<file path="src/rtl/core/health_flap_detector_defines.svh">
// ----------------------------------------------------------------------------
// Health flap detector assertion macros
// Shared concurrent assertion shorthands for the detector's RTL files.
// ----------------------------------------------------------------------------
`ifndef HEALTH_FLAP_DETECTOR_DEFINES_SVH
`define HEALTH_FLAP_DETECTOR_DEFINES_SVH

// Same-cycle implication, disabled while reset is asserted.
`define HFD_ASSERT_IMP(lbl, clk, rst_n, ante, cons) \
	lbl: assert property (@(posedge clk) disable iff (!rst_n) (ante) |-> (cons)) \
		else $error("hfd assertion failed");

// Next-cycle implication, disabled while reset is asserted.
`define HFD_ASSERT_NXT(lbl, clk, rst_n, ante, cons) \
	lbl: assert property (@(posedge clk) disable iff (!rst_n) (ante) |=> (cons)) \
		else $error("hfd assertion failed");

`endif

</file>
<file path="src/rtl/core/hfd_pkg.sv">
// ----------------------------------------------------------------------------
// Health flap detector package
// State codes, register indexes, reset constants and controller interface types.
// ----------------------------------------------------------------------------
package hfd_pkg;

	localparam int MAX_CHANGES_DEF = 16;
	localparam logic [15:0] WINDOW_RESET = 16'd300;
	localparam logic [4:0] THRESHOLD_RESET = 5'd2;

	typedef enum logic [2:0] {
		ST_UNKNOWN   = 3'd0,
		ST_UP        = 3'd1,
		ST_DOWN      = 3'd2,
		ST_FAST_FLAP = 3'd3,
		ST_SLOW_FLAP = 3'd4
	} hstate_t;

	typedef enum logic [0:0] {
		REG_WINDOW    = 1'b0,
		REG_THRESHOLD = 1'b1
	} cfg_reg_t;

	// Commands from the controller to the datapath.
	typedef struct packed {
		logic accept;
		logic prune_rd;
		logic prune_pop;
		logic scan_rd;
		logic scan_step;
		logic store;
		logic out_load;
	} hfd_cmd_t;

	// Status from the datapath to the controller.
	typedef struct packed {
		logic changed;
		logic count_zero;
		logic older;
		logic scan_more;
	} hfd_status_t;

	// Round state from the two probe summary bits.
	function automatic hstate_t derive_state(logic up, logic down);
		hstate_t s;
		if (up && down) begin
			s = ST_FAST_FLAP;
		end else if (up) begin
			s = ST_UP;
		end else if (down) begin
			s = ST_DOWN;
		end else begin
			s = ST_UNKNOWN;
		end
		return s;
	endfunction

endpackage

</file>
<file path="src/rtl/core/hfd_in_if.sv">
// ----------------------------------------------------------------------------
// Health flap detector input channel
// Valid/ready channel carrying one check round per item.
// ----------------------------------------------------------------------------
interface hfd_in_if;
	logic        valid;
	logic        ready;
	logic        any_up;
	logic        any_down;
	logic [31:0] now_seconds;

	modport source (output valid, output any_up, output any_down, output now_seconds,
		input ready);
	modport sink (input valid, input any_up, input any_down, input now_seconds,
		output ready);
endinterface

</file>
<file path="src/rtl/core/hfd_out_if.sv">
// ----------------------------------------------------------------------------
// Health flap detector output channel
// Valid/ready channel carrying one round result per item.
// ----------------------------------------------------------------------------
interface hfd_out_if;
	logic       valid;
	logic       ready;
	logic [2:0] health_state;
	logic       report_valid;
	logic [2:0] report_from;
	logic [2:0] report_to;
	logic [4:0] changes_in_window;

	modport source (output valid, output health_state, output report_valid,
		output report_from, output report_to, output changes_in_window, input ready);
	modport sink (input valid, input health_state, input report_valid,
		input report_from, input report_to, input changes_in_window, output ready);
endinterface

</file>
<file path="src/rtl/core/hfd_ctrl.sv">
// ----------------------------------------------------------------------------
// Health flap detector controller
// Sequences accept, prune, duplicate scan, store and result hand-off.
// ----------------------------------------------------------------------------
module hfd_ctrl
	import hfd_pkg::*;
(
	input  logic        clk,
	input  logic        arst_n,
	input  logic        in_valid,
	output logic        in_ready,
	output logic        out_valid,
	input  logic        out_ready,
	input  hfd_status_t status,
	output hfd_cmd_t    cmd
);

	typedef enum logic [6:0] {
		S_IDLE      = 7'b0000001,
		S_PRUNE_RD  = 7'b0000010,
		S_PRUNE_CHK = 7'b0000100,
		S_SCAN_RD   = 7'b0001000,
		S_SCAN_CHK  = 7'b0010000,
		S_STORE     = 7'b0100000,
		S_DONE      = 7'b1000000
	} ctrl_state_t;

	ctrl_state_t state_q, state_d;
	logic        out_valid_q;
	logic        out_free;

	assign in_ready  = (state_q == S_IDLE);
	assign out_valid = out_valid_q;
	assign out_free  = !out_valid_q || out_ready;

	always_comb begin
		state_d = state_q;
		cmd     = '0;
		unique case (state_q)
			S_IDLE: begin
				if (in_valid) begin
					cmd.accept = 1'b1;
					state_d    = status.changed ? S_PRUNE_RD : S_DONE;
				end
			end
			S_PRUNE_RD: begin
				if (status.count_zero) begin
					state_d = S_SCAN_RD;
				end else begin
					cmd.prune_rd = 1'b1;
					state_d      = S_PRUNE_CHK;
				end
			end
			S_PRUNE_CHK: begin
				if (status.older) begin
					cmd.prune_pop = 1'b1;
					state_d       = S_PRUNE_RD;
				end else begin
					state_d = S_SCAN_RD;
				end
			end
			S_SCAN_RD: begin
				if (status.scan_more) begin
					cmd.scan_rd = 1'b1;
					state_d     = S_SCAN_CHK;
				end else begin
					state_d = S_STORE;
				end
			end
			S_SCAN_CHK: begin
				cmd.scan_step = 1'b1;
				state_d       = S_SCAN_RD;
			end
			S_STORE: begin
				cmd.store = 1'b1;
				state_d   = S_DONE;
			end
			S_DONE: begin
				if (out_free) begin
					cmd.out_load = 1'b1;
					state_d      = S_IDLE;
				end
			end
			default: begin
				state_d = S_IDLE;
			end
		endcase
	end

	always_ff @(posedge clk or negedge arst_n) begin
		if (!arst_n) begin
			state_q     <= S_IDLE;
			out_valid_q <= 1'b0;
		end else begin
			state_q <= state_d;
			if (cmd.out_load) begin
				out_valid_q <= 1'b1;
			end else if (out_ready) begin
				out_valid_q <= 1'b0;
			end
		end
	end

endmodule

</file>
<file path="src/rtl/core/hfd_datapath.sv">
// ----------------------------------------------------------------------------
// Health flap detector datapath
// Configuration, round state, timestamp ring memory and result registers.
// ----------------------------------------------------------------------------
`include "health_flap_detector_defines.svh"

module hfd_datapath
	import hfd_pkg::*;
#(
	parameter int MAX_CHANGES = MAX_CHANGES_DEF
) (
	input  logic        clk,
	input  logic        arst_n,
	input  logic        cfg_we,
	input  logic        cfg_index,
	input  logic [15:0] cfg_wdata,
	input  logic        any_up,
	input  logic        any_down,
	input  logic [31:0] now_seconds,
	input  hfd_cmd_t    cmd,
	output hfd_status_t status,
	output logic [2:0]  health_state,
	output logic        report_valid,
	output logic [2:0]  report_from,
	output logic [2:0]  report_to,
	output logic [4:0]  changes_in_window
);

	localparam int IDX_W = $clog2(MAX_CHANGES);
	localparam int CNT_W = $clog2(MAX_CHANGES + 1);
	localparam int SUM_W = CNT_W + 1;
	localparam int CMP_W = (CNT_W > 5) ? CNT_W : 5;

	// Configuration and persistent state.
	logic [15:0]      window_q;
	logic [4:0]       thr_q;
	hstate_t          cur_state_q;
	logic             flap_q;
	logic [IDX_W-1:0] oldest_q;
	logic [CNT_W-1:0] count_q;

	// Per-round working registers.
	logic             up_q, down_q, changed_q, present_q;
	logic [31:0]      now_q, cutoff_q;
	logic [CNT_W-1:0] scan_k_q;

	// Timestamp ring.
	logic [31:0]      mem [MAX_CHANGES];
	logic [31:0]      rd_data_q;
	logic [IDX_W-1:0] rd_addr, wr_addr, ring_k, ring_cnt, oldest_inc;
	logic             wr_en, full;

	hstate_t          derived_in, derived_q, ns_c, rf_c, rt_c;
	logic             rv_c, fl_c;
	logic [31:0]      cutoff_in;
	logic [CMP_W-1:0] cnt_ext;

	function automatic logic [IDX_W-1:0] ring_add(logic [IDX_W-1:0] base,
		logic [CNT_W-1:0] off);
		logic [SUM_W-1:0] s;
		s = SUM_W'(base) + SUM_W'(off);
		if (s >= SUM_W'(MAX_CHANGES)) begin
			s = s - SUM_W'(MAX_CHANGES);
		end
		return s[IDX_W-1:0];
	endfunction

	assign derived_in = derive_state(any_up, any_down);
	assign derived_q  = derive_state(up_q, down_q);
	assign cutoff_in  = (now_seconds >= {16'd0, window_q}) ?
		(now_seconds - {16'd0, window_q}) : 32'd0;

	assign ring_k     = ring_add(oldest_q, scan_k_q);
	assign ring_cnt   = ring_add(oldest_q, count_q);
	assign oldest_inc = ring_add(oldest_q, CNT_W'(1));
	assign full       = (count_q == CNT_W'(MAX_CHANGES));

	assign rd_addr = cmd.prune_rd ? oldest_q : ring_k;
	assign wr_en   = cmd.store && !present_q;
	assign wr_addr = full ? oldest_q : ring_cnt;

	assign status.changed    = (derived_in != cur_state_q) && (cur_state_q != ST_UNKNOWN);
	assign status.count_zero = (count_q == '0);
	assign status.older      = (rd_data_q < cutoff_q);
	assign status.scan_more  = (scan_k_q < count_q);

	assign cnt_ext = CMP_W'(count_q);

	// Outcome of the round once the store is up to date.
	always_comb begin
		ns_c = derived_q;
		rv_c = 1'b0;
		rf_c = ST_UNKNOWN;
		rt_c = ST_UNKNOWN;
		fl_c = flap_q;
		if (changed_q) begin
			if (cnt_ext > CMP_W'(thr_q)) begin
				ns_c = ST_SLOW_FLAP;
				fl_c = 1'b1;
				if (!flap_q) begin
					rv_c = 1'b1;
					rf_c = cur_state_q;
					rt_c = ST_SLOW_FLAP;
				end
			end else begin
				rv_c = 1'b1;
				rf_c = cur_state_q;
				rt_c = derived_q;
				fl_c = 1'b0;
			end
		end
	end

	always_ff @(posedge clk) begin
		if (wr_en) begin
			mem[wr_addr] <= now_q;
		end
		if (cmd.prune_rd || cmd.scan_rd) begin
			rd_data_q <= mem[rd_addr];
		end
	end

	always_ff @(posedge clk or negedge arst_n) begin
		if (!arst_n) begin
			window_q    <= WINDOW_RESET;
			thr_q       <= THRESHOLD_RESET;
			cur_state_q <= ST_UNKNOWN;
			flap_q      <= 1'b0;
			oldest_q    <= '0;
			count_q     <= '0;
		end else begin
			if (cfg_we) begin
				unique case (cfg_reg_t'(cfg_index))
					REG_WINDOW:    window_q <= cfg_wdata;
					REG_THRESHOLD: thr_q    <= cfg_wdata[4:0];
					default:       ;
				endcase
			end
			if (cmd.prune_pop) begin
				oldest_q <= oldest_inc;
				count_q  <= count_q - CNT_W'(1);
			end
			if (wr_en) begin
				if (full) begin
					oldest_q <= oldest_inc;
				end else begin
					count_q <= count_q + CNT_W'(1);
				end
			end
			if (cmd.out_load) begin
				cur_state_q <= ns_c;
				flap_q      <= fl_c;
			end
		end
	end

	always_ff @(posedge clk) begin
		if (cmd.accept) begin
			up_q      <= any_up;
			down_q    <= any_down;
			now_q     <= now_seconds;
			cutoff_q  <= cutoff_in;
			changed_q <= status.changed;
			scan_k_q  <= '0;
			present_q <= 1'b0;
		end
		if (cmd.scan_step) begin
			present_q <= present_q || (rd_data_q == now_q);
			scan_k_q  <= scan_k_q + CNT_W'(1);
		end
		if (cmd.out_load) begin
			health_state      <= ns_c;
			report_valid      <= rv_c;
			report_from       <= rf_c;
			report_to         <= rt_c;
			changes_in_window <= cnt_ext[4:0];
		end
	end

	`HFD_ASSERT_IMP(a_count_bound, clk, arst_n, 1'b1, count_q <= CNT_W'(MAX_CHANGES))
	`HFD_ASSERT_IMP(a_pop_nonempty, clk, arst_n, cmd.prune_pop, count_q != '0)
	`HFD_ASSERT_NXT(a_store_grows, clk, arst_n, wr_en && !full,
		count_q == $past(count_q) + CNT_W'(1))
	`HFD_ASSERT_NXT(a_flap_forces_slow, clk, arst_n,
		cmd.out_load && changed_q && (cnt_ext > CMP_W'(thr_q)),
		cur_state_q == ST_SLOW_FLAP && flap_q)

endmodule

</file>
<file path="src/rtl/core/health_flap_detector.sv">
// ----------------------------------------------------------------------------
// Health flap detector
// Sliding-window state flap detection for one monitored host.
// ----------------------------------------------------------------------------
// Each input item is one check round (any_up, any_down, now_seconds) on the
// in_ch channel; each round yields exactly one result item on out_ch with the
// new health state, an optional transition report and the number of change
// timestamps held in the window. Both channels move an item when valid and
// ready are high at a rising clock edge.
// A round that keeps its state, or leaves the unknown state, goes from
// acceptance straight to the hand-off. A counted change walks the timestamp
// ring through a single-port memory with a registered read: it drops stale
// entries from the oldest end, each read and then checked, until an entry is
// fresh or the ring runs empty, checks each remaining entry for a duplicate,
// stores the stamp unless it was found, and hands the result off. A new round
// is taken as soon as the controller is idle, even while the previous result
// still waits in the output register; the final hand-off waits for that
// register to empty. Reset (arst_n low) returns the state to unknown, clears
// flapping, empties the ring and restores window_seconds to 300 and
// flap_threshold to 2. The configuration port is to be written by the user
// only while no round is in flight; the block itself does not enforce this.
// ----------------------------------------------------------------------------
module health_flap_detector
	import hfd_pkg::*;
#(
	parameter int MAX_CHANGES = MAX_CHANGES_DEF
) (
	input  logic        clk,
	input  logic        arst_n,
	hfd_in_if.sink      in_ch,
	hfd_out_if.source   out_ch,
	input  logic        cfg_we,
	input  logic        cfg_index,
	input  logic [15:0] cfg_wdata
);

	// Command and status between the sequencer and the datapath.
	hfd_cmd_t    cmd;
	hfd_status_t status;

	hfd_ctrl u_ctrl (
		.clk       (clk),
		.arst_n    (arst_n),
		.in_valid  (in_ch.valid),
		.in_ready  (in_ch.ready),
		.out_valid (out_ch.valid),
		.out_ready (out_ch.ready),
		.status    (status),
		.cmd       (cmd)
	);

	hfd_datapath #(
		.MAX_CHANGES (MAX_CHANGES)
	) u_datapath (
		.clk               (clk),
		.arst_n            (arst_n),
		.cfg_we            (cfg_we),
		.cfg_index         (cfg_index),
		.cfg_wdata         (cfg_wdata),
		.any_up            (in_ch.any_up),
		.any_down          (in_ch.any_down),
		.now_seconds       (in_ch.now_seconds),
		.cmd               (cmd),
		.status            (status),
		.health_state      (out_ch.health_state),
		.report_valid      (out_ch.report_valid),
		.report_from       (out_ch.report_from),
		.report_to         (out_ch.report_to),
		.changes_in_window (out_ch.changes_in_window)
	);

endmodule

</file>
<file path="src/flat_wrapper.sv">
// flat-port wrapper written by rule: the top's interface ports become plain ports
module health_flap_detector_flat import hfd_pkg::*;
#(
	parameter int MAX_CHANGES = MAX_CHANGES_DEF
)
  (clk, arst_n, cfg_we, cfg_index, cfg_wdata, in_ch_valid, in_ch_any_up, in_ch_any_down, in_ch_now_seconds, in_ch_ready, out_ch_valid, out_ch_health_state, out_ch_report_valid, out_ch_report_from, out_ch_report_to, out_ch_changes_in_window, out_ch_ready);
  hfd_in_if in_ch_i ();
  hfd_out_if out_ch_i ();
  input  logic clk;
  input  logic arst_n;
  input  logic cfg_we;
  input  logic cfg_index;
  input  logic [15:0] cfg_wdata;
  input wire logic [$bits(in_ch_i.valid)-1:0] in_ch_valid;
  input wire logic [$bits(in_ch_i.any_up)-1:0] in_ch_any_up;
  input wire logic [$bits(in_ch_i.any_down)-1:0] in_ch_any_down;
  input wire logic [$bits(in_ch_i.now_seconds)-1:0] in_ch_now_seconds;
  output wire logic [$bits(in_ch_i.ready)-1:0] in_ch_ready;
  output wire logic [$bits(out_ch_i.valid)-1:0] out_ch_valid;
  output wire logic [$bits(out_ch_i.health_state)-1:0] out_ch_health_state;
  output wire logic [$bits(out_ch_i.report_valid)-1:0] out_ch_report_valid;
  output wire logic [$bits(out_ch_i.report_from)-1:0] out_ch_report_from;
  output wire logic [$bits(out_ch_i.report_to)-1:0] out_ch_report_to;
  output wire logic [$bits(out_ch_i.changes_in_window)-1:0] out_ch_changes_in_window;
  input wire logic [$bits(out_ch_i.ready)-1:0] out_ch_ready;
  assign in_ch_i.valid = in_ch_valid;
  assign in_ch_i.any_up = in_ch_any_up;
  assign in_ch_i.any_down = in_ch_any_down;
  assign in_ch_i.now_seconds = in_ch_now_seconds;
  assign in_ch_ready = in_ch_i.ready;
  assign out_ch_valid = out_ch_i.valid;
  assign out_ch_health_state = out_ch_i.health_state;
  assign out_ch_report_valid = out_ch_i.report_valid;
  assign out_ch_report_from = out_ch_i.report_from;
  assign out_ch_report_to = out_ch_i.report_to;
  assign out_ch_changes_in_window = out_ch_i.changes_in_window;
  assign out_ch_i.ready = out_ch_ready;
  health_flap_detector #(.MAX_CHANGES(MAX_CHANGES)) u_core (.clk(clk), .arst_n(arst_n), .in_ch(in_ch_i), .out_ch(out_ch_i), .cfg_we(cfg_we), .cfg_index(cfg_index), .cfg_wdata(cfg_wdata));
endmodule
</file>
<file path="config.mk">
export PLATFORM = sky130hd
export DESIGN_NAME = health_flap_detector_flat
export DESIGN_NICKNAME = d
export VERILOG_FILES = /design/src/rtl/core/hfd_pkg.sv /design/src/rtl/core/hfd_in_if.sv /design/src/rtl/core/hfd_out_if.sv /design/src/rtl/core/hfd_ctrl.sv /design/src/rtl/core/hfd_datapath.sv /design/src/rtl/core/health_flap_detector.sv /design/src/flat_wrapper.sv
export VERILOG_INCLUDE_DIRS = /design/src /design/src/rtl/core
export SDC_FILE = /design/constraint.sdc
export NUM_CORES = 1
export LEC_CHECK = 0
export BUFFER_PORTS_ARGS = -buffer_cell sky130_fd_sc_hd__buf_2
export CELL_PAD_IN_SITES_DETAIL_PLACEMENT = 1
export CELL_PAD_IN_SITES_GLOBAL_PLACEMENT = 2
export CORE_MARGIN = 2
export CORE_UTILIZATION = 45
export DETAILED_ROUTE_END_ITERATION = 16
export GPL_TIMING_DRIVEN = 0
export PLACE_DENSITY = 0.81
export SLEW_MARGIN = 15
export SYNTH_ARGS = -nofsm -noshare
export SYNTH_HDL_FRONTEND = slang
export SYNTH_SLANG_ARGS = --single-unit
</file>
<file path="constraint.sdc">
create_clock -name clk -period 4.79 [get_ports clk]
set_clock_uncertainty 0.15 [all_clocks]
set_input_delay 0.2395 -clock clk [delete_from_list [all_inputs] [get_ports clk]]
set_output_delay 0.2395 -clock clk [all_outputs]
set_load 0.05 [all_outputs]
</file>
== Yosys cells after proc, flatten, opt, wreduce, memory -nomap -nowiden ==
Memories as Yosys holds them, arrays and structs flattened. A register that Yosys moved wholly into a read port is not among the register bits.
Cells that the tools add are included.

* Add/subtract/negate cells: 10
* $lt $le $gt $ge: 7
* Equality and inequality tests: 12
* Multiplexer cells: 53
* Bitwise operators: 1
* Reductions and logical operators: 17

{| class="wikitable"
|+ Operators by type and width
! cell !! count
|-
| case mux 7 bit (7 select lines) || 1
|-
| 2-to-1 mux 4 bit || 10
|-
| == test 32 bit || 1
|-
| greater-or-equal comparator 32 x 16 -> 1 bit || 1
|-
| less-than comparator 32 bit || 1
|-
| subtractor 32 x 16 -> 32 bit || 1
|-
| 2-to-1 mux 5 bit || 5
|-
| 2-to-1 mux 1 bit || 21
|-
| 2-to-1 mux 3 bit || 7
|-
| 2-to-1 mux 7 bit || 3
|-
| adder 4 x 5 -> 6 bit || 2
|-
| greater-or-equal comparator 6 x 5 -> 1 bit (second input constant) || 2
|-
| subtractor 4 x 1 -> 4 bit (second input constant) || 3
|-
| adder 5 x 1 -> 5 bit (second input constant) || 2
|-
| 2-to-1 mux 2 bit || 5
|-
| AND reduction 2 bit || 4
|-
| == test 7 x 1 -> 1 bit (second input constant) || 1
|-
| == test 7 x 2 -> 1 bit (second input constant) || 1
|-
| == test 7 x 3 -> 1 bit (second input constant) || 1
|-
| == test 7 x 4 -> 1 bit (second input constant) || 1
|-
| == test 7 x 5 -> 1 bit (second input constant) || 1
|-
| == test 7 x 6 -> 1 bit (second input constant) || 1
|-
| == test 7 bit (second input constant) || 1
|-
| 2-to-1 mux 6 bit || 1
|-
| 15 further kinds || 23
|}

* Register bits: 130
* Memory bits (writable): 512
* Input port bits: 56
* Logic and storage cells: 121
* Memories kept: 1

{| class="wikitable"
|+ Memory list
! name !! depth !! bits a word !! rd ports !! clocked after memory_dff !! wr ports !! line !! text
|-
| u_core.u_datapath.mem || 16 || 32 || 1 || 1 || 1 || hfd_datapath.sv:48 || <nowiki>logic [31:0] mem [MAX_CHANGES];</nowiki>
|}

== Logic depth before layout (Yosys ltp) ==
Gate-level depths: netlist of run 1.

* Depth after elaboration: 8
* Depth in mapped cells: 13

== Hierarchy ==
Synthesis of run 1 repeated with hierarchy kept, for this count alone.

* Cells, all modules: 2162
* Area total of the unflattened synthesis: 29052.9 µm²

{| class="wikitable"
|+ By module, submodules not included
! module !! times used !! cells an instance !! area an instance (µm²)
|-
| hfd_datapath || 1 || 2110 || 28551.1
|-
| hfd_ctrl || 1 || 52 || 501.7
|}

== Worst setup path before layout of run 1 ==
OpenSTA, ideal clock, no wires.

* Kind: register -> register
* Start point: register u_core.u_ctrl.state_q[3]
* End point: register u_core.u_datapath.present_q (enable)
* Setup time: 0.327 ns
* Data arrival time: 3.334 ns
* Slack: 0.978 ns
* Cell stages (with the launch flop): 5
* Path buffers: 0
* Path through: dfrtp_1 -> nor3_1 -> and4b_1 -> and2_1 -> nand2b_1

{| class="wikitable"
|+ RTL lines
! item !! line !! text
|-
| from (decl) || hfd_ctrl.sv:28 || <nowiki>ctrl_state_t state_q, state_d;</nowiki>
|-
| from (signal assigned) || hfd_ctrl.sv:95 || <nowiki>state_q <= state_d;</nowiki>
|-
| to (signal assigned) || hfd_datapath.sv:168 || <nowiki>present_q <= present_q || (rd_data_q == now_q);</nowiki>
|-
| to (decl) || hfd_datapath.sv:43 || <nowiki>logic up_q, down_q, changed_q, present_q;</nowiki>
|}

== Final worst setup path of run 1 ==
* Start point: register u_core.u_datapath.count_q[1] (netlist: u_core.u_datapath.cnt_ext[1])
* End point: register u_core.u_datapath.rd_data_q[27] (read register of u_core.u_datapath.mem), data pin

* Cells in the longest elaborated chain, start to end: 4

{| class="wikitable"
|+ Ends and longest elaborated chain
! item !! line !! text
|-
| from (decl) || hfd_datapath.sv:40 || <nowiki>logic [CNT_W-1:0] count_q;</nowiki>
|-
| from (signal assigned) || hfd_datapath.sv:141 || <nowiki>count_q <= count_q - CNT_W'(1);</nowiki>
|-
| from (signal assigned) || hfd_datapath.sv:147 || <nowiki>count_q <= count_q + CNT_W'(1);</nowiki>
|-
| less-than comparator 5 bit or logical NOT 5 bit (tied branches) || hfd_datapath.sv:85, hfd_datapath.sv:83 ||
|-
| 2-to-1 mux 1 bit (on tied branches) || hfd_ctrl.sv:63, hfd_ctrl.sv:47 ||
|-
| 2-to-1 mux 1 bit || hfd_ctrl.sv:39 || <nowiki>unique case (state_q)</nowiki>
|-
| logical OR 1 bit or 2-to-1 mux 4 bit (tied branches) || hfd_datapath.sv:118, hfd_datapath.sv:78 ||
|-
| to (decl) || hfd_datapath.sv:49 || <nowiki>logic [31:0] rd_data_q;</nowiki>
|}

Several ways; a longest one is shown, not always the timed one.
A chain may end at the register's enable or synchronous reset.

==> results of run 1 <==
[placed cells by master, fill, tap and decap left out, types with 10 or more instances in the layout]
cell type	n
a21oi_1	159
a22oi_1	34
a32oi_1	63
buf_16	17
buf_2	75
clkbuf_1	82
clkbuf_16	75
clkbuf_2	30
clkinv_1	12
clkinv_2	10
dfrtp_1	36
dlygate4sd3_1	57
edfxtp_1	632
ha_1	66
inv_1	79
mux2_2	17
mux2i_1	33
nand2_1	401
nand2b_1	12
nand3_1	137
nand4_1	17
nor2_1	62
nor2_4	16
nor3_1	16
o21ai_0	68
xnor2_1	50
xor2_1	10
[synthesized netlist by cell type (all sizes together), types with 7 or more instances]
library cell	instances
a21o	7
a21oi	159
a22oi	34
a32oi	63
and2	7
clkbuf	100
dfrtp	36
edfxtp	632
ha	66
inv	79
mux2	17
mux2i	33
nand2	401
nand2b	12
nand3	137
nand4	17
nor2	78
nor2b	9
nor3	16
o21a	9
o21ai	75
or4	7
xnor2	50
xor2	10
[power by group through the flow]
stage / clock [uW] / combinational [uW] / sequential, uW
6_report: 5630 / 4010 / 7790
3_5_place_dp: 0 / 3890 / 7890
3_3_place_gp: 0 / 3720 / 7860
5_1_grt: 5900 / 4360 / 7840
4_1_cts: 5690 / 4010 / 7780
2_1_floorplan: 0 / 2300 / 7680
[flip-flops by register name, summed over array words and instances (netlist names), 3 cells and up]
register / count
u_core.u_datapath.cur_state_q: 3
u_core.u_datapath.cutoff_q: 32
u_core.u_datapath.rd_data_q: 32
u_core.u_datapath.oldest_q: 4
u_core.u_datapath.mem: 512
u_core.u_datapath.scan_k_q: 5
u_core.u_datapath.now_q: 32
u_core.u_datapath.cnt_ext: 5
u_core.u_datapath.thr_q: 5
u_core.u_datapath.report_from: 3
u_core.u_datapath.report_to: 3
u_core.u_datapath.health_state: 3
u_core.u_ctrl.state_q: 7
u_core.u_datapath.changes_in_window: 5
u_core.u_datapath.window_q: 16
[metrics by stage]
step	cell area [sq um]	hold slack, ns
finish	33300	0.193
global route	33300	0.225
CTS	33300	0.176
detailed placement	30300	0.292
global placement	29700	0.291
floorplan	28300	-0.206
[cell type report]
class / instances / area, sq um
Clock buffer: 89 / 1940
Tap cell: 837 / 1050
Sequential cell: 674 / 20000
Buffer: 105 / 447
Multi-Input combinational cell: 1283 / 7670
Timing Repair Buffer: 148 / 1410
Fill cell: 6191 / 28700
Inverter: 79 / 297
Clock inverter: 40 / 418
[cells by family (layout without fill, tap and decap cells)]
kind of cell,count (synthesis),after routing,synth area share
mux,51,51,0.0192
compound gates,384,384,0.0854
flops,674,674,0.709
simple gates,719,719,0.112
buf+inv,184,461,0.0248
xor+xnor,60,60,0.0186
fa+ha+maj,69,69,0.0313
[timing repair]
item                                    4_1_cts  5_1_grt
gates resized for setup                      38        1
buffers inserted                              0        2
endpoints found under the setup margin       32       20
hold buffers                                 57        0
hold endpoints to repair                    115        0
[per-layer routing]
metal | part of all wire | GRT usage
met2 | 0.51 | 0.459
met4 | 0.028 | 0.0914
met3 | 0.054 | 0.0333
met1 | 0.41 | 0.330
met5 | 0 | 0
[worst min path at each step]
stage                                  endpoint  slack (ns)  cells past startpoint
6_report       u_core.u_datapath.cur_state_q[0]        0.19                      2
5_1_grt              u_core.u_datapath.now_q[0]        0.23                      2
4_1_cts              u_core.u_datapath.now_q[0]        0.18                      2
3_5_place_dp         u_core.u_datapath.now_q[6]        0.29                      1
3_3_place_gp     u_core.u_datapath.window_q[15]        0.29                      3
2_1_floorplan           u_core.u_ctrl.out_valid       -0.21                      0
==> impl_results.md, run 1 <==
* Status: finished, final reports clean
* Worst-path fanout max at 10
* Non-filler instance count after layout at 3,255
* Routed WL at between 80 and 90 mm
* IO Pins at between 70 and 80
* Antenna Nets Post-Route at 0
* Clock Path Buffers at 3
* 1st-pass router iterations at 6
* Dominant synthesized flop cell: edfxtp_1
* Number of global-route vias before repair at around 20,000
* Max-cap violations at 0
* Worst path arrival time at 4.79 ns
* Die footprint at around 65,000 sq um
* Placed wire-length estimate at 58.5 mm
* Reg-to-reg startpoint: u_core.u_datapath.cnt_ext[1]
* Worst-Skew Late Latency at 0.62 ns
* Final worst setup slack at 0.182 ns
* Largest net degree at the start of global routing at between 60 and 70
* Post-layout power at approximately 17,000 uW
* RSZ-0062 raised after global routing: no
* Dpl ws at -0.791 ns
* Worst r2r dst: u_core.u_datapath.rd_data_q[27]
* Worst vdd ir at about 0.35 mV
* Routability-driven placement congestion ratio at between 0.8 and 0.9
* Master of the slowest instance on the critical path: o21ai_0
* Worst path required time at approximately 5.0 ns
* Quantity of I/O buffers inserted on ports at slightly above 70
* CTS clk-pin slew, worst paths at 0.06 ns
* Avg Synthesized Cell Area at about 13 sq um
* Reg2Reg Setup Slack at between 0.15 and 0.2 ns
* Inst Count DP at ~3,100
* Total track usage at 0.260
* Top cell by count, worst path: nand3_1
* Ys async rst share at 0.0623
* Seq/Total Area, Yosys at 0.709
* Yosys cell types at 65
* Critical Path Sink: u_core.u_datapath.rd_data_q[27]
* Clock Tree Root: clkbuf_16
* Vias per cell at 5.74
* Crit path max-delay family: buffers and inverters
* Post-synthesis cell count at about 2,100
* CTS tree: done
* WL/cell at around 25 microns
* Die X at ~250 microns
* Leakage at 0.0117 uW
* Power Dens Cells at ~520 nW/um^2
* CTS Sinks at between 600 and 700
* CP Class: reg2reg
* Setup TNS at 0 ns
* Core ar. at 61,900 sq um
* Final slew viol count at 0
* Fmax at 217 MHz
* CP Capture Type: flip-flop
* Final core occ at 0.537
* CP cell instances: inv_1, ha_1, nor4b_2, nand4b_1, buf_4, mux2i_1, clkbuf_2, nor2_1, clkbuf_1, nand3_1, nand3_1, o21ai_0
* Slew margin rel. at 0.287
* Antenna violations before repair at 1
* H-tree Lvls at 3
* Tcrit/Tclk final at 0.962
* Yosys top cell by area: edfxtp_1
* Worst Path Buf+Inv at 4
* Area Overhead vs Synth at 17.6%
* Switching Share at 0.328
* Setup crit start: u_core.u_datapath.cnt_ext[1]
* Comb power frac at 0.230
* Number of synthesized flops with an enable pin at 632
* Yosys reg bits at 674
* DR iter-0 viols at approximately 1,400
* GRT overflow at 0
* Post-Syn Nets at about 2,300
* Worst reg2reg path depth at 12
* Die Height at about 250 microns
* TritonCTS Buffers at just over 70
* Slowest stage delay, CP at between 0.5 and 0.6 ns
* CP Launch Type: flip-flop
* Top-area cell type share of the netlist area at 0.671
* Sw power at approximately 5700 uW
* Fin crit period at between 4 and 5 ns
* Final setup fails at 0
* P_int at approximately 12,000 uW
* Ys Warns at 0
* Antenna cells at 0
* Clock Power Share at 0.323
* Vias at around 19,000
* Fin. Hold Viols at 0
* Layout cells sized above 1 at 0.117
* DRC viols at 0
* Top cells by area, synth: edfxtp_1, nand2_1, dfrtp_1
* Final nets at approximately 2,500
* Cell area after synthesis at between 20,000 and 30,000 sq um
* Seq pwr share at 0.447
* Core Rows at slightly above 90
* Worst Tran Pin Value at 1.07 ns
* Hold Path Class: in2async
* Starting Density at 0.457
* Crit path depth at 12
* First-pass GRT wire length at around 120 mm
(Power assumes the default switching activity.)
==> inputs of run 2 (changes only) <==
--- a/config.mk
+++ b/config.mk
@@ -13,8 +13,10 @@
 export CORE_UTILIZATION = 45
 export DETAILED_ROUTE_END_ITERATION = 16
 export GPL_TIMING_DRIVEN = 0
+export MAX_ROUTING_LAYER = met4
 export PLACE_DENSITY = 0.81
 export SLEW_MARGIN = 15
 export SYNTH_ARGS = -nofsm -noshare
 export SYNTH_HDL_FRONTEND = slang
+export SYNTH_HIERARCHICAL = 1
 export SYNTH_SLANG_ARGS = --single-unit
==> run 2 against run 1 <==
Synthesized area grew 2.7%. Highest routed layer unchanged. Largest power group unchanged. Sequential cell count is the same. Non-clock buffer count grew 58. Register-to-register slack is essentially flat. Sequential share of layout area shrank 1.6 points. Routed wire length grew 6.1%. Hold slack lost 0.0070 ns. Core utilization shrank 0.40 points. Global-route usage grew 1.1 points. Via count grew 4.9%.
==> impl_results.md, run 2 <==
* Leakage at 0.0119 uW (was 0.0117 uW)
* Seq pwr share at 0.453 (was 0.447)
* Clock Tree Root: clkbuf_16 (unchanged)
* Top cells by area, synth: edfxtp_1, nand2_1, a211oi_1 (was edfxtp_1, nand2_1, dfrtp_1)
* Fin. Hold Viols at 0 (unchanged)
* Final nets at 2,556 (was 2,487)
* Largest register by flop count: u_core/u_datapath/mem (was u_core.u_datapath.mem)
* Comb power frac at 0.223 (was 0.230)
* Max Used Layer: met4 (unchanged)
* Worst path required time at 5.00 ns (was 4.97 ns)
* Slowest stage delay, CP at 0.49 ns (was 0.53 ns)
* Fmax at 218 MHz (was 217 MHz)
* Fillcell total at 6,299 (was 6,191)
* Setup TNS at 0 ns (unchanged)
* Worst-path fanout max at 10 (unchanged)
* H-tree Lvls at 3 (unchanged)
* Quantity of I/O buffers inserted on ports at 72 (unchanged)
* Post-Syn Nets at 2,287 (was 2,266)
* Tcrit/Tclk final at 0.959 (was 0.962)
* DRC viols at 0 (unchanged)
* Core ar. at 64,100 sq um (was 61,900 sq um)
* Commonest non-fill, non-tap cell in the layout: edfxtp_1 (unchanged)
* Non-filler instance count after layout at 3,343 (was 3,255)
* CP Class: reg2reg (unchanged)
* Inst Count DP at 3,154 (was 3,067)
* CTS Sinks at 674 (unchanged)
* IO Pins at 73 (unchanged)
* Max-cap violations at 0 (unchanged)
* Worst path arrival time at 4.80 ns (was 4.79 ns)
* Vias at 19,600 (was 18,700)
* Worst reg2reg path depth at 15 (was 12)
* Ys async rst share at 0.0623 (unchanged)
* Slew margin rel. at 0.334 (was 0.287)
* Top-area cell type share of the netlist area at 0.653 (was 0.671)
* Final core occ at 0.533 (was 0.537)
* 1st-pass router iterations at 5 (was 6)
* Top cell by count, worst path: clkbuf_2 (was nand3_1)
* Die footprint at 66,600 sq um (was 64,900 sq um)
* Vias per cell at 5.86 (was 5.74)
* Worst vdd ir at 0.352 mV (was 0.351 mV)
* Routed WL at 87.7 mm (was 82.6 mm)
* Dominant synthesized flop cell: edfxtp_1 (unchanged)
* WL met3 at 5.57 mm (was 4.48 mm)
* Placed wire-length estimate at 61.1 mm (was 58.5 mm)
* Met2 WL at 43.6 mm (was 42.3 mm)
* Core Rows at 93 (was 91)
* Layout cells sized above 1 at 0.144 (was 0.117)
* Die X at 258 microns (was 255 microns)
* Antenna violations before repair at 6 (was 1)
* Starting Density at 0.453 (was 0.457)
* Cell area after synthesis at 29,100 sq um (was 28,300 sq um)
* DR iter-0 viols at 1,703 (was 1,414)
* Most frequent cell after synthesis: edfxtp_1 (unchanged)
* Routability-driven placement congestion ratio at 0.845 (was 0.843)
* CTS tree: done (unchanged)
* Die Height at 258 microns (was 255 microns)
* Switching Share at 0.322 (was 0.328)
* GRT overflow at 0 (unchanged)
* P_int at 11,500 uW (was 11,700 uW)
* Hold Path Class: in2async (unchanged)
* Yosys reg bits at 674 (unchanged)
* First-pass GRT wire length at 131 mm (was 124 mm)
* CP Launch Type: flip-flop (unchanged)
* Power Dens Cells at 495 nW/um^2 (was 524 nW/um^2)
* Worst Tran Pin Value at 1.00 ns (was 1.07 ns)
* Largest net degree at the start of global routing at 66 (was 64)
* Clock Path Buffers at 3 (unchanged)
* CP Capture Type: flip-flop (unchanged)
* Avg Synthesized Cell Area at 13.4 sq um (was 13.2 sq um)
* Max FFs per register at 512 (unchanged)
* Wl on met1 at 36.2 mm (was 33.5 mm)
* Fin crit period at 4.59 ns (was 4.61 ns)
* Final slew viol count at 0 (unchanged)
* Yosys cell types at 63 (was 65)
* Ys Warns at 6 (was 0)
* Area Overhead vs Synth at 17.6% (about the same)
* Final setup fails at 0 (unchanged)
* CTS clk-pin slew, worst paths at 0.06 ns (about the same)
* Clock Power Share at 0.324 (was 0.323)
* Commonest cells in the synthesized netlist: edfxtp_1, nand2_1, and2_1 (was edfxtp_1, nand2_1, a21oi_1)
* Seq/Total Area, Yosys at 0.690 (was 0.709)
* Status: finished, final reports clean (unchanged)
* WL/cell at 26.2 microns (was 25.4 microns)
* Yosys top cell by area: edfxtp_1 (unchanged)
* TritonCTS Buffers at 73 (was 71)
* Sw power at 5450 uW (was 5710 uW)
* Number of global-route vias before repair at 20,700 (was 20,400)
* Antenna Nets Post-Route at 0 (unchanged)
* Post-synthesis cell count at 2,162 (was 2,141)
* Commonest non-fill, non-tap cells in the layout: edfxtp_1, nand2_1, and2_1, a211oi_1, a21oi_1 (was edfxtp_1, nand2_1, a21oi_1, nand3_1, clkbuf_1)
* Master of the slowest instance on the critical path: dfrtp_1 (was o21ai_0)
* Number of synthesized flops with an enable pin at 632 (unchanged)
* Total track usage at 0.272 (was 0.260)
* CP cell instances: inv_1, ha_1, nor3b_1, and2_1, nor4_1, clkbuf_2, mux2i_4, buf_12, clkbuf_2, clkbuf_2, clkbuf_2, nand2_1, a31oi_1, a21oi_1, mux2i_1 (was inv_1, ha_1, nor4b_2, nand4b_1, buf_4, mux2i_1, clkbuf_2, nor2_1, clkbuf_1, nand3_1, nand3_1, o21ai_0)
* Worst-Skew Late Latency at 0.63 ns (was 0.62 ns)
[run 2: worst paths after layout]
kind,startpoint,endpoint,slack [ns]
setup / recovery,u_core/u_datapath/cnt_ext[0],u_core/u_datapath/rd_data_q[6],0.20
hold / removal,arst_n,u_core/u_datapath/cnt_ext[4],0.19
setup reg to reg,u_core/u_datapath/cnt_ext[0],u_core/u_datapath/rd_data_q[6],0.20
hold reg to reg,u_core/u_datapath/window_q[3],u_core/u_datapath/window_q[3],0.35
max in group asynchronous,arst_n,u_core/u_datapath/cnt_ext[1],3.63
min in group clk,in_ch_now_seconds[11],u_core/u_datapath/now_q[11],0.23
[run 2: power groups by stage]
stage | logic, uW | clock network [uW] | registers [uW]
3_5_place_dp | 3530 | 0 | 7770
2_1_floorplan | 2080 | 0 | 7580
6_report | 3760 | 5490 | 7660
3_3_place_gp | 3400 | 0 | 7740
4_1_cts | 3680 | 5570 | 7650
5_1_grt | 4030 | 5780 | 7710
[run 2: stage by stage]
step	total power [uW]	area, sq um	hold slack, ns	worst slack (ns)
finish	16900	34200	0.186	0.196
global route	17500	34200	0.228	-0.0194
CTS	16900	34100	0.190	0.0455
detailed placement	11300	31100	0.289	-1.24
global placement	11100	30500	0.293	-2.70
floorplan	9660	29100	-0.206	0.347
[run 2: cell type report]
class                           instances  area (sq um)  share of cell area
Timing Repair Buffer                  194          1500              0.0438
Inverter                               75           282             0.00824
Clock buffer                           94          1990              0.0582
Buffer                                117           532              0.0156
Multi-Input combinational cell       1296          8430               0.247
Clock inverter                         36           328             0.00959
Antenna cell                            2          5.00            0.000146
Sequential cell                       674         20000               0.586
Tap cell                              855          1070              0.0313
[run 2: cell families (layout without fill, tap and decap cells)]
| family | count (synthesis) | in the layout | share of synthesized area |
|---|---|---|---|
| muxes | 51 | 51 | 0.0183 |
| and+or+nand+nor | 651 | 651 | 0.110 |
| DFF | 674 | 674 | 0.690 |
| other | 0 | 2 | 0 |
| xor gates and xnor gates | 62 | 62 | 0.0187 |
| AOI/OAI and AO/OA | 463 | 463 | 0.107 |
| adders and majority gates | 69 | 69 | 0.0305 |
| buffers and inverters | 192 | 516 | 0.0259 |
[run 2: worst max-delay path: cells and delay by family (launching register included)]
kind / cells / cell delay, ns
mux: 2 / 0.70
buf+inv: 6 / 1.60
simple gates: 4 / 0.73
compound gates: 2 / 0.42
flops: 1 / 0.49
fa+ha+maj: 1 / 0.24
[run 2: repair_timing]
item                       in CTS  in global routing
gates resized for setup        48                 26
setup endpoints to repair      32                 27
hold endpoints to repair      113                  0
hold buffers                   56                  0
setup buffers                   0                  1
[run 2: per-layer routing]
| metal | vias to the layer above | track usage |
|---|---|---|
| met1 | 10000 | 0.350 |
| met3 | 145 | 0.0334 |
| met5 | - | - |
| li1 | 8699 | - |
| met2 | 685 | 0.452 |
| met4 | 0 | 0.0819 |
